$ cat src/rtl/chiral_volume_penalty_gradient_assert.svh
// Assertion macros shared by the chiral volume penalty modules.
`ifndef CHIRAL_VOLUME_PENALTY_GRADIENT_ASSERT_SVH
`define CHIRAL_VOLUME_PENALTY_GRADIENT_ASSERT_SVH

// Same-cycle implication, sampled on i_clk, off during reset.
`define CVPG_ASSERT_NOW(lbl, ante, cons, msg) \
    lbl: assert property (@(posedge i_clk) disable iff (!i_rst_n) (ante) |-> (cons)) \
        else $error(msg);

// Next-cycle implication, sampled on i_clk, off during reset.
`define CVPG_ASSERT_NEXT(lbl, ante, cons, msg) \
    lbl: assert property (@(posedge i_clk) disable iff (!i_rst_n) (ante) |=> (cons)) \
        else $error(msg);

`endif

$ cat src/rtl/cvpg_pkg.sv
// Shared types, codes and operand tables of the chiral volume penalty block.
`timescale 1ns / 1ps
package cvpg_pkg;

    localparam int ATOM_BITS   = 16;
    localparam int IO_BITS     = 48;
    localparam int EN_BITS     = 47;
    localparam int WEIGHT_BITS = 24;

    localparam logic [4:0] COF_LAST  = 5'd17;
    localparam logic [4:0] VOL_LAST  = 5'd2;
    localparam logic [4:0] GRAD_LAST = 5'd11;
    localparam logic [4:0] EMIT_LAST = 5'd3;
    localparam logic [1:0] LAST_POINT = 2'd3;

    localparam logic signed [IO_BITS-1:0] SAT_MAX = 48'sh7FFF_FFFF_FFFF;
    localparam logic signed [IO_BITS-1:0] SAT_MIN = 48'sh8000_0000_0000;

    typedef enum logic [3:0] {
        S_IDLE, S_DIFF, S_COF_GO, S_COF_WAIT, S_COF3, S_VOL_GO, S_VOL_WAIT,
        S_CMP, S_PRE_GO, S_PRE_WAIT, S_EN_GO, S_EN_WAIT, S_GRAD_GO,
        S_GRAD_WAIT, S_EMIT
    } t_state;

    typedef enum logic [3:0] {
        OP_NONE, OP_LOAD, OP_DIFF, OP_COF_MUL, OP_COF_ST, OP_COF3, OP_VOL_MUL,
        OP_VOL_ST, OP_CMP, OP_PRE_MUL, OP_PRE_ST, OP_EN_MUL, OP_EN_ST,
        OP_GRAD_MUL, OP_GRAD_ST, OP_EMIT
    } t_op;

    typedef struct packed {
        t_op        op;
        logic [4:0] idx;
    } t_cmd;

    typedef struct packed {
        logic [3:0] ai;
        logic [3:0] bi;
    } t_cof_ops;

    typedef struct packed {
        logic [1:0] pt;
        logic [1:0] ax;
    } t_slot;

    function automatic logic [1:0] next3(input logic [1:0] x);
        return (x == 2'd2) ? 2'd0 : x + 2'd1;
    endfunction

    // Difference-vector entries multiplied by one cofactor product step.
    // Steps come in pairs: even step adds b[a+1]*c[a+2], odd subtracts b[a+2]*c[a+1].
    function automatic t_cof_ops cof_operands(input logic [4:0] idx);
        logic [1:0] k;
        logic [1:0] a;
        logic [1:0] br;
        logic [1:0] cr;
        logic [1:0] ax;
        logic [1:0] bx;
        t_cof_ops   r;
        case (idx[4:1])
            4'd0: begin k = 2'd0; a = 2'd0; end
            4'd1: begin k = 2'd0; a = 2'd1; end
            4'd2: begin k = 2'd0; a = 2'd2; end
            4'd3: begin k = 2'd1; a = 2'd0; end
            4'd4: begin k = 2'd1; a = 2'd1; end
            4'd5: begin k = 2'd1; a = 2'd2; end
            4'd6: begin k = 2'd2; a = 2'd0; end
            4'd7: begin k = 2'd2; a = 2'd1; end
            4'd8: begin k = 2'd2; a = 2'd2; end
            default: begin k = 2'd0; a = 2'd0; end
        endcase
        br = next3(k);
        cr = next3(br);
        if (!idx[0]) begin
            ax = next3(a);
            bx = next3(next3(a));
        end else begin
            ax = next3(next3(a));
            bx = next3(a);
        end
        r.ai = {1'b0, br, 1'b0} + {2'b00, br} + {2'b00, ax};
        r.bi = {1'b0, cr, 1'b0} + {2'b00, cr} + {2'b00, bx};
        return r;
    endfunction

    function automatic t_slot grad_slot(input logic [3:0] j);
        t_slot r;
        case (j)
            4'd0:  r = '{pt: 2'd0, ax: 2'd0};
            4'd1:  r = '{pt: 2'd0, ax: 2'd1};
            4'd2:  r = '{pt: 2'd0, ax: 2'd2};
            4'd3:  r = '{pt: 2'd1, ax: 2'd0};
            4'd4:  r = '{pt: 2'd1, ax: 2'd1};
            4'd5:  r = '{pt: 2'd1, ax: 2'd2};
            4'd6:  r = '{pt: 2'd2, ax: 2'd0};
            4'd7:  r = '{pt: 2'd2, ax: 2'd1};
            4'd8:  r = '{pt: 2'd2, ax: 2'd2};
            4'd9:  r = '{pt: 2'd3, ax: 2'd0};
            4'd10: r = '{pt: 2'd3, ax: 2'd1};
            4'd11: r = '{pt: 2'd3, ax: 2'd2};
            default: r = '{pt: 2'd0, ax: 2'd0};
        endcase
        return r;
    endfunction

endpackage

$ cat src/rtl/cvpg_ctrl.sv
// Controller: collects four points and sequences the penalty computation.
`timescale 1ns / 1ps
`include "chiral_volume_penalty_gradient_assert.svh"
module cvpg_ctrl (
    input  logic           i_clk,
    input  logic           i_rst_n,
    input  logic           i_start,
    input  logic           i_mul_done,
    output logic           o_busy,
    output cvpg_pkg::t_cmd o_cmd
);
    cvpg_pkg::t_state r_state;
    cvpg_pkg::t_state n_state;
    logic [1:0]       r_cnt;
    logic [1:0]       n_cnt;
    logic [4:0]       r_idx;
    logic [4:0]       n_idx;

    always_ff @(posedge i_clk) begin
        if (!i_rst_n) begin
            r_state <= cvpg_pkg::S_IDLE;
            r_cnt   <= 2'd0;
            r_idx   <= 5'd0;
        end else begin
            r_state <= n_state;
            r_cnt   <= n_cnt;
            r_idx   <= n_idx;
        end
    end

    always_comb begin
        n_state = r_state;
        n_cnt   = r_cnt;
        n_idx   = r_idx;
        case (r_state)
            cvpg_pkg::S_IDLE: begin
                if (i_start) begin
                    if (r_cnt == cvpg_pkg::LAST_POINT) begin
                        n_cnt   = 2'd0;
                        n_state = cvpg_pkg::S_DIFF;
                    end else begin
                        n_cnt = r_cnt + 2'd1;
                    end
                end
            end
            cvpg_pkg::S_DIFF: begin
                n_idx   = 5'd0;
                n_state = cvpg_pkg::S_COF_GO;
            end
            cvpg_pkg::S_COF_GO:   n_state = cvpg_pkg::S_COF_WAIT;
            cvpg_pkg::S_COF_WAIT: begin
                if (i_mul_done) begin
                    if (r_idx == cvpg_pkg::COF_LAST) begin
                        n_idx   = 5'd0;
                        n_state = cvpg_pkg::S_COF3;
                    end else begin
                        n_idx   = r_idx + 5'd1;
                        n_state = cvpg_pkg::S_COF_GO;
                    end
                end
            end
            cvpg_pkg::S_COF3:     n_state = cvpg_pkg::S_VOL_GO;
            cvpg_pkg::S_VOL_GO:   n_state = cvpg_pkg::S_VOL_WAIT;
            cvpg_pkg::S_VOL_WAIT: begin
                if (i_mul_done) begin
                    if (r_idx == cvpg_pkg::VOL_LAST) begin
                        n_idx   = 5'd0;
                        n_state = cvpg_pkg::S_CMP;
                    end else begin
                        n_idx   = r_idx + 5'd1;
                        n_state = cvpg_pkg::S_VOL_GO;
                    end
                end
            end
            cvpg_pkg::S_CMP:      n_state = cvpg_pkg::S_PRE_GO;
            cvpg_pkg::S_PRE_GO:   n_state = cvpg_pkg::S_PRE_WAIT;
            cvpg_pkg::S_PRE_WAIT: begin
                if (i_mul_done) begin
                    n_state = cvpg_pkg::S_EN_GO;
                end
            end
            cvpg_pkg::S_EN_GO:    n_state = cvpg_pkg::S_EN_WAIT;
            cvpg_pkg::S_EN_WAIT: begin
                if (i_mul_done) begin
                    n_idx   = 5'd0;
                    n_state = cvpg_pkg::S_GRAD_GO;
                end
            end
            cvpg_pkg::S_GRAD_GO:  n_state = cvpg_pkg::S_GRAD_WAIT;
            cvpg_pkg::S_GRAD_WAIT: begin
                if (i_mul_done) begin
                    if (r_idx == cvpg_pkg::GRAD_LAST) begin
                        n_idx   = 5'd0;
                        n_state = cvpg_pkg::S_EMIT;
                    end else begin
                        n_idx   = r_idx + 5'd1;
                        n_state = cvpg_pkg::S_GRAD_GO;
                    end
                end
            end
            cvpg_pkg::S_EMIT: begin
                if (r_idx == cvpg_pkg::EMIT_LAST) begin
                    n_idx   = 5'd0;
                    n_state = cvpg_pkg::S_IDLE;
                end else begin
                    n_idx = r_idx + 5'd1;
                end
            end
            default: n_state = cvpg_pkg::S_IDLE;
        endcase
    end

    always_comb begin
        o_busy    = (r_state != cvpg_pkg::S_IDLE);
        o_cmd.op  = cvpg_pkg::OP_NONE;
        o_cmd.idx = r_idx;
        case (r_state)
            cvpg_pkg::S_IDLE: begin
                o_cmd.idx = {3'b000, r_cnt};
                if (i_start) begin
                    o_cmd.op = cvpg_pkg::OP_LOAD;
                end
            end
            cvpg_pkg::S_DIFF:     o_cmd.op = cvpg_pkg::OP_DIFF;
            cvpg_pkg::S_COF_GO:   o_cmd.op = cvpg_pkg::OP_COF_MUL;
            cvpg_pkg::S_COF_WAIT: begin
                if (i_mul_done && r_idx[0]) begin
                    o_cmd.op = cvpg_pkg::OP_COF_ST;
                end
            end
            cvpg_pkg::S_COF3:     o_cmd.op = cvpg_pkg::OP_COF3;
            cvpg_pkg::S_VOL_GO:   o_cmd.op = cvpg_pkg::OP_VOL_MUL;
            cvpg_pkg::S_VOL_WAIT: begin
                if (i_mul_done && (r_idx == cvpg_pkg::VOL_LAST)) begin
                    o_cmd.op = cvpg_pkg::OP_VOL_ST;
                end
            end
            cvpg_pkg::S_CMP:      o_cmd.op = cvpg_pkg::OP_CMP;
            cvpg_pkg::S_PRE_GO:   o_cmd.op = cvpg_pkg::OP_PRE_MUL;
            cvpg_pkg::S_PRE_WAIT: begin
                if (i_mul_done) begin
                    o_cmd.op = cvpg_pkg::OP_PRE_ST;
                end
            end
            cvpg_pkg::S_EN_GO:    o_cmd.op = cvpg_pkg::OP_EN_MUL;
            cvpg_pkg::S_EN_WAIT: begin
                if (i_mul_done) begin
                    o_cmd.op = cvpg_pkg::OP_EN_ST;
                end
            end
            cvpg_pkg::S_GRAD_GO:  o_cmd.op = cvpg_pkg::OP_GRAD_MUL;
            cvpg_pkg::S_GRAD_WAIT: begin
                if (i_mul_done) begin
                    o_cmd.op = cvpg_pkg::OP_GRAD_ST;
                end
            end
            cvpg_pkg::S_EMIT:     o_cmd.op = cvpg_pkg::OP_EMIT;
            default:              o_cmd.op = cvpg_pkg::OP_NONE;
        endcase
    end

    `CVPG_ASSERT_NOW(a_cof_store_on_done, o_cmd.op == cvpg_pkg::OP_COF_ST, i_mul_done, "cofactor stored before product done")
    `CVPG_ASSERT_NEXT(a_emit_returns_idle, (r_state == cvpg_pkg::S_EMIT) && (r_idx == cvpg_pkg::EMIT_LAST), !o_busy, "block stays busy after last result")
    `CVPG_ASSERT_NEXT(a_fourth_point_starts, i_start && !o_busy && (r_cnt == cvpg_pkg::LAST_POINT), o_busy, "fourth point did not start computation")

endmodule

$ cat config.mk
export PLATFORM = sky130hd
export DESIGN_NAME = cvpg_ctrl
export DESIGN_NICKNAME = d
export VERILOG_FILES = /design/src/rtl/cvpg_pkg.sv /design/src/rtl/cvpg_ctrl.sv
export VERILOG_INCLUDE_DIRS = /design/src /design/src/rtl
export SDC_FILE = /design/constraint.sdc
export NUM_CORES = 1
export LEC_CHECK = 0
export ABC_AREA = 1
export BUFFER_PORTS_ARGS = -buffer_cell sky130_fd_sc_hd__buf_2
export CAP_MARGIN = 20
export CORE_MARGIN = 2
export CORE_UTILIZATION = 40
export DETAILED_ROUTE_END_ITERATION = 10
export PLACE_DENSITY = 0.54
export RECOVER_POWER = 50
export SLEW_MARGIN = 20
export SYNTH_ARGS = -nofsm -noshare
export SYNTH_HDL_FRONTEND = slang
export SYNTH_SLANG_ARGS = --single-unit
$ cat constraint.sdc
create_clock -name i_clk -period 2.2 [get_ports i_clk]
set_clock_uncertainty 0.2 [all_clocks]
set_input_delay 0.11 -clock i_clk [delete_from_list [all_inputs] [get_ports i_clk]]
set_output_delay 0.11 -clock i_clk [all_outputs]
set_load 0.02 [all_outputs]
Yosys cells after proc, flatten, opt, wreduce, memory -nomap -nowiden
Cells that the tools add are included.
{"block": "classes", "addsub": 2, "n_eq_ne": 27, "n_mux": 30, "n_reduce_logical": 8}
{"cell": "4-bit one-hot mux with 15 select lines", "count": 2}
{"cell": "5-bit 2-to-1 mux", "count": 9}
{"cell": "4-bit 2-to-1 mux", "count": 11}
{"cell": "5-bit one-hot mux with 6 select lines", "count": 1}
{"cell": "4-bit == test, second input constant", "count": 7}
{"cell": "4-bit by 3-bit == test with 1-bit output, second input constant", "count": 4}
{"cell": "2-bit inequality test, second input constant", "count": 8}
{"cell": "5-bit by 2-bit == test with 1-bit output, second input constant", "count": 2}
{"cell": "3-bit 2-to-1 mux", "count": 3}
{"cell": "4-bit by 2-bit == test with 1-bit output, second input constant", "count": 2}
{"cell": "8-bit AND reduction", "count": 1}
{"cell": "2-bit 2-to-1 mux", "count": 3}
{"cell": "6-bit nonzero test", "count": 1}
{"cell": "5-bit by 1-bit adder with 5-bit output, second input constant", "count": 1}
{"cell": "5-bit by 4-bit == test with 1-bit output, second input constant", "count": 1}
{"cell": "5-bit == test, second input constant", "count": 1}
{"cell": "5-bit AND reduction", "count": 1}
{"cell": "4-bit by 1-bit == test with 1-bit output, second input constant", "count": 1}
{"cell": "4-bit zero test", "count": 1}
{"cell": "4-bit nonzero test", "count": 1}
{"cell": "2-bit by 1-bit adder with 2-bit output, second input constant", "count": 1}
{"cell": "2-bit == test, second input constant", "count": 1}
{"cell": "1-bit logical AND", "count": 2}
{"cell": "2-bit AND reduction", "count": 1}
{"cell": "1-bit 2-to-1 mux", "count": 1}
{"block": "totals", "reg_bits": 11, "input_bits": 4, "elab_cells": 70}

Longest topological paths before layout
{"block": "logic_depth", "depth_word": 4, "ltp_mapped": 11}

Worst setup path after synthesis
OpenSTA, ideal clock, no wires.
{"block": "synth_path", "path_type": "register to register", "start": "reg r_idx[0]", "end": "reg r_state[3]", "setup_time_ns": 0.114, "t_arrival_ns": 1.424, "required_ns": 1.886, "path_slack_ns": 0.463, "path_stages_with_launch": 11, "path_buffers": 0, "period_less_slack_ns": 1.737, "path_cell_list": "dfxtp_1 -> ha_1 -> inv_1 -> nor2_1 -> nand2_1 -> nand2_1 -> nand2_1 -> nor2_2 -> nand2_2 -> o21bai_1 -> inv_1"}
{"block": "synth_via", "elab_chain_cells": 3}
{"item": "start: declaration", "line_no": "cvpg_ctrl.sv:16", "text": "logic [4:0] r_idx;"}
{"item": "start signal: assignment", "line_no": "cvpg_ctrl.sv:27", "text": "r_idx <= n_idx;"}
{"item": "5-bit by 2-bit == test with 1-bit output", "line_no": "cvpg_ctrl.sv:102", "text": "if (r_idx == cvpg_pkg::EMIT_LAST) begin"}
{"item": "2-bit inequality test (no line)"}
{"item": "8-bit AND reduction (no line)"}
{"item": "end signal: assignment", "line_no": "cvpg_ctrl.sv:21", "text": "r_state <= cvpg_pkg::S_IDLE;"}
{"item": "end signal: assignment", "line_no": "cvpg_ctrl.sv:25", "text": "r_state <= n_state;"}
{"item": "end: declaration", "line_no": "cvpg_ctrl.sv:12", "text": "cvpg_pkg::t_state r_state;"}
No other way between the ends.
A chain may end at the register's enable or synchronous reset.

==> summary.md <==
| Metric | Value |
|---|---|
| Layout cell share with drive strength beyond 1 | `15.9%` |
| H-Tree Depth | `1` |
| Arr. time, crit path | `1.79 ns` |
| Min-delay worst type | `input pin to register` |
| Worst Setup Path Type | `register to output pin` |
| Antenna Cells | `0` |
| Slew Limit Headroom | `a little over two thirds` |
| Clock Latency Late Sink | `between 0.2 and 0.3 ns` |
| 1st-pass router iterations | `4` |
| Netlist Area Pre-Place | `1180 um^2` |
| Lkg Pwr | `between 0.6 and 0.7 nW` |
| Ys async rst share | `0%` |
| Critical Path Sink Type | `output pin` |
| First-pass GRT wire length | `around 5.5 mm` |
| Design area | `1290 um^2` |
| Worst Slack Setup Final | `roughly 0.10 ns` |
| Pins over their slew limit | `0` |
| Ys Warns | `0` |
| Syn-to-layout area delta | `9.78%` |
| Tot Pwr | `~0.69 mW` |
| TritonCTS Buffers | `3` |
| Initial core utilization | `between 40% and 50%` |
| Count leader, synth | `nand2_1` |
| Netlist cell types | `24` |
| Crit Path Max Fanout | `10` |
| CP peak stage delay | `between 0.4 and 0.5 ns` |
| Largest net degree at the start of global routing | `11` |
| Final WL | `~3.2 mm` |
| Yosys reg bits | `11` |
| Worst path cell trace | `nand2_1 > nor2_2 > nand3_1 > o2111ai_1 > buf_2` |
| Max Cap Violations | `0` |
| Die H | `between 50 and 60 um` |
| Top-Level Pins | `14` |
| Fin crit share | `a little over nine tenths` |
| Sequential area share after synthesis | `approximately a fifth` |
| Top_reg_cell synth | `dfxtp_1` |
| Setup repair bufs after CTS | `0` |
| Period minus WS final | `around 2.1 ns` |
| Detail Route Antenna Nets | `0` |
| Setup TNS | `0 ns` |
| Worst Max-Slew Pin Slew | `between 0.4 and 0.5 ns` |
| DIE WIDTH | `between 50 and 60 um` |
| Hold slack | `0.0357 ns` |
| Routability cong. | `between 0.9 and 1` |
| Avg Inst Size Synth | `between 5 and 6 um^2` |
| Status | `completed` |
| GRT overflow | `0` |
| Initial antenna violation count | `0` |
| TritonCTS clock tree | `yes` |
| Root buffer cell | `clkbuf_4` |
| Row count | `19` |
| Gate Count Post-Synth | `204` |
| TritonCTS sink count | `11` |
| Top cell type's share of synthesized area | `slightly below 20%` |
| Die area | `between 3000 and 4000 um^2` |
| Detailed Route Iter0 Violations | `48` |
| Routed len/inst | `roughly 13 um` |
| Final hold violation count | `0` |
| Core area | `between 2000 and 3000 um^2` |
| Number of synthesized flops with an enable pin | `0` |
| Synth area leaders | `nand2_1 19%, dfxtp_1 19%, nand3_1 13%, inv_1 8.9%, a21oi_1 5.1%` |
| GRT Total Usage | `about a fifth` |
| Clock transition at path regs | `0.08 ns` |
| Via count | `approximately 1,300` |
| # port buffers | `13` |
| Place WS | `~0.26 ns` |
| Synth area leader | `nand2_1` |
| Area post-placement | `roughly 1300 um^2` |
| CTS max path bufs | `2` |
| Vias per cell | `about 5.3` |
| Fmax | `about 0.48 GHz` |
| Placed wire-length estimate | `between 2 and 2.5 mm` |
| CP required | `around 1.9 ns` |
| Synth cell count leaders | `61 x nand2_1, 31 x nand3_1, 28 x inv_1, 15 x nor2_1, 12 x a21oi_1` |
| Pwr/cell area | `531 nW/um^2` |
| RSZ-0062 raised after global routing | `no` |
| Crit start category | `register` |
| # DRC | `0` |
| Final setup fails | `0` |
| Slowest CP cell | `dfxtp_2` |
| Syn nets | `roughly 210` |
| Nets | `between 200 and 250` |
| Maximum vdd drop | `between 0.3 and 0.4 mV` |
| Vias in the first global route | `1,226` |
[cell families (layout without fill, tap and decap cells)]
logic type | count (synthesis) | count (layout) | synth area share [%]
AO/OA/AOI/OAI | 28 | 28 | 14.1
adder cells (fa/ha/maj) | 4 | 4 | 4.25
buffers and inverters | 35 | 51 | 12.8
AND/OR/NAND/NOR | 126 | 126 | 50.2
flip-flops | 11 | 11 | 18.7
[critical path: cells and delay by family, from the launching register on]
kind | cells | cell delay, ns
AND/OR/NAND/NOR | 3 | 0.71
AO/OA/AOI/OAI | 1 | 0.13
flip-flops | 1 | 0.47
buffers and inverters | 1 | 0.19
[state kept, by name, summed over array words and instances (netlist names)]
signal   flops
r_cnt        2
r_idx        5
r_state      4
[cells in the final DEF (no fill, tap or decap), drive strengths merged]
cell | netlist | routed
ha | 4 | 4
nand3 | 31 | 31
clkbuf | 0 | 9
o21ai | 9 | 9
o211a | 1 | 1
o211ai | 1 | 1
dlygate4sd3 | 0 | 2
dfxtp | 11 | 11
o2111ai | 2 | 2
a31oi | 2 | 2
buf | 4 | 9
a21oi | 12 | 12
o21bai | 1 | 1
inv | 31 | 31
nand3b | 1 | 1
nand2 | 68 | 68
nor2 | 23 | 23
nand4 | 3 | 3
[per-stage QoR]
stage                     utilization [%]  instances
final                                46.5        251
after CTS                            46.8        251
after detailed placement             45.1        245
after floorplan                         -        204
after global placement               45.1        245
after global routing                 46.5        251
[report_power, final]
group | internal, mW | switching (mW) | leakage, nW | total [mW]
combinational | 0.0909 | 0.195 | 0.515 | 0.286
sequential | 0.218 | 0.0321 | 0.0912 | 0.250
clock | 0.0704 | 0.0793 | 0.0150 | 0.150
total | 0.379 | 0.307 | 0.621 | 0.686
[worst paths after layout]
check / startpoint / endpoint / slack [ns] / cells past startpoint
min reg2reg: r_idx[0]$_SDFFE_PN0P_ / r_idx[0]$_SDFFE_PN0P_ / 0.35 / 2
min: i_mul_done / r_idx[0]$_SDFFE_PN0P_ / 0.04 / 4
max reg2reg: r_state[3]$_SDFFE_PN0P_ / r_cnt[1]$_SDFFE_PN0P_ / 0.18 / 7
max: r_state[0]$_SDFFE_PN0P_ / o_cmd[7] / 0.10 / 5
[metal layers]
layer	global-route usage, %	up-vias	part of all wire, %
met2	38.3	20	50
met4	4.98	0	0.87
met1	25.1	610	46
li1	-	691	-
met3	3.35	4	3.0
met5	0	-	0
[final cells by class]
cell class | instances | area [um^2]
clock buffer | 4 | 26.3
fill | 309 | 1490
inverter | 31 | 116
multi-input combinational | 158 | 800
sequential | 11 | 225
tap | 31 | 38.8
timing repair buffer | 16 | 86.3
[repair_timing]
item                       4_1_cts  5_1_grt
setup endpoints to repair        0        4
hold buffers                     2        0
hold endpoints to repair         2        0
resized for setup                0        8
(Power assumes the default switching activity.)
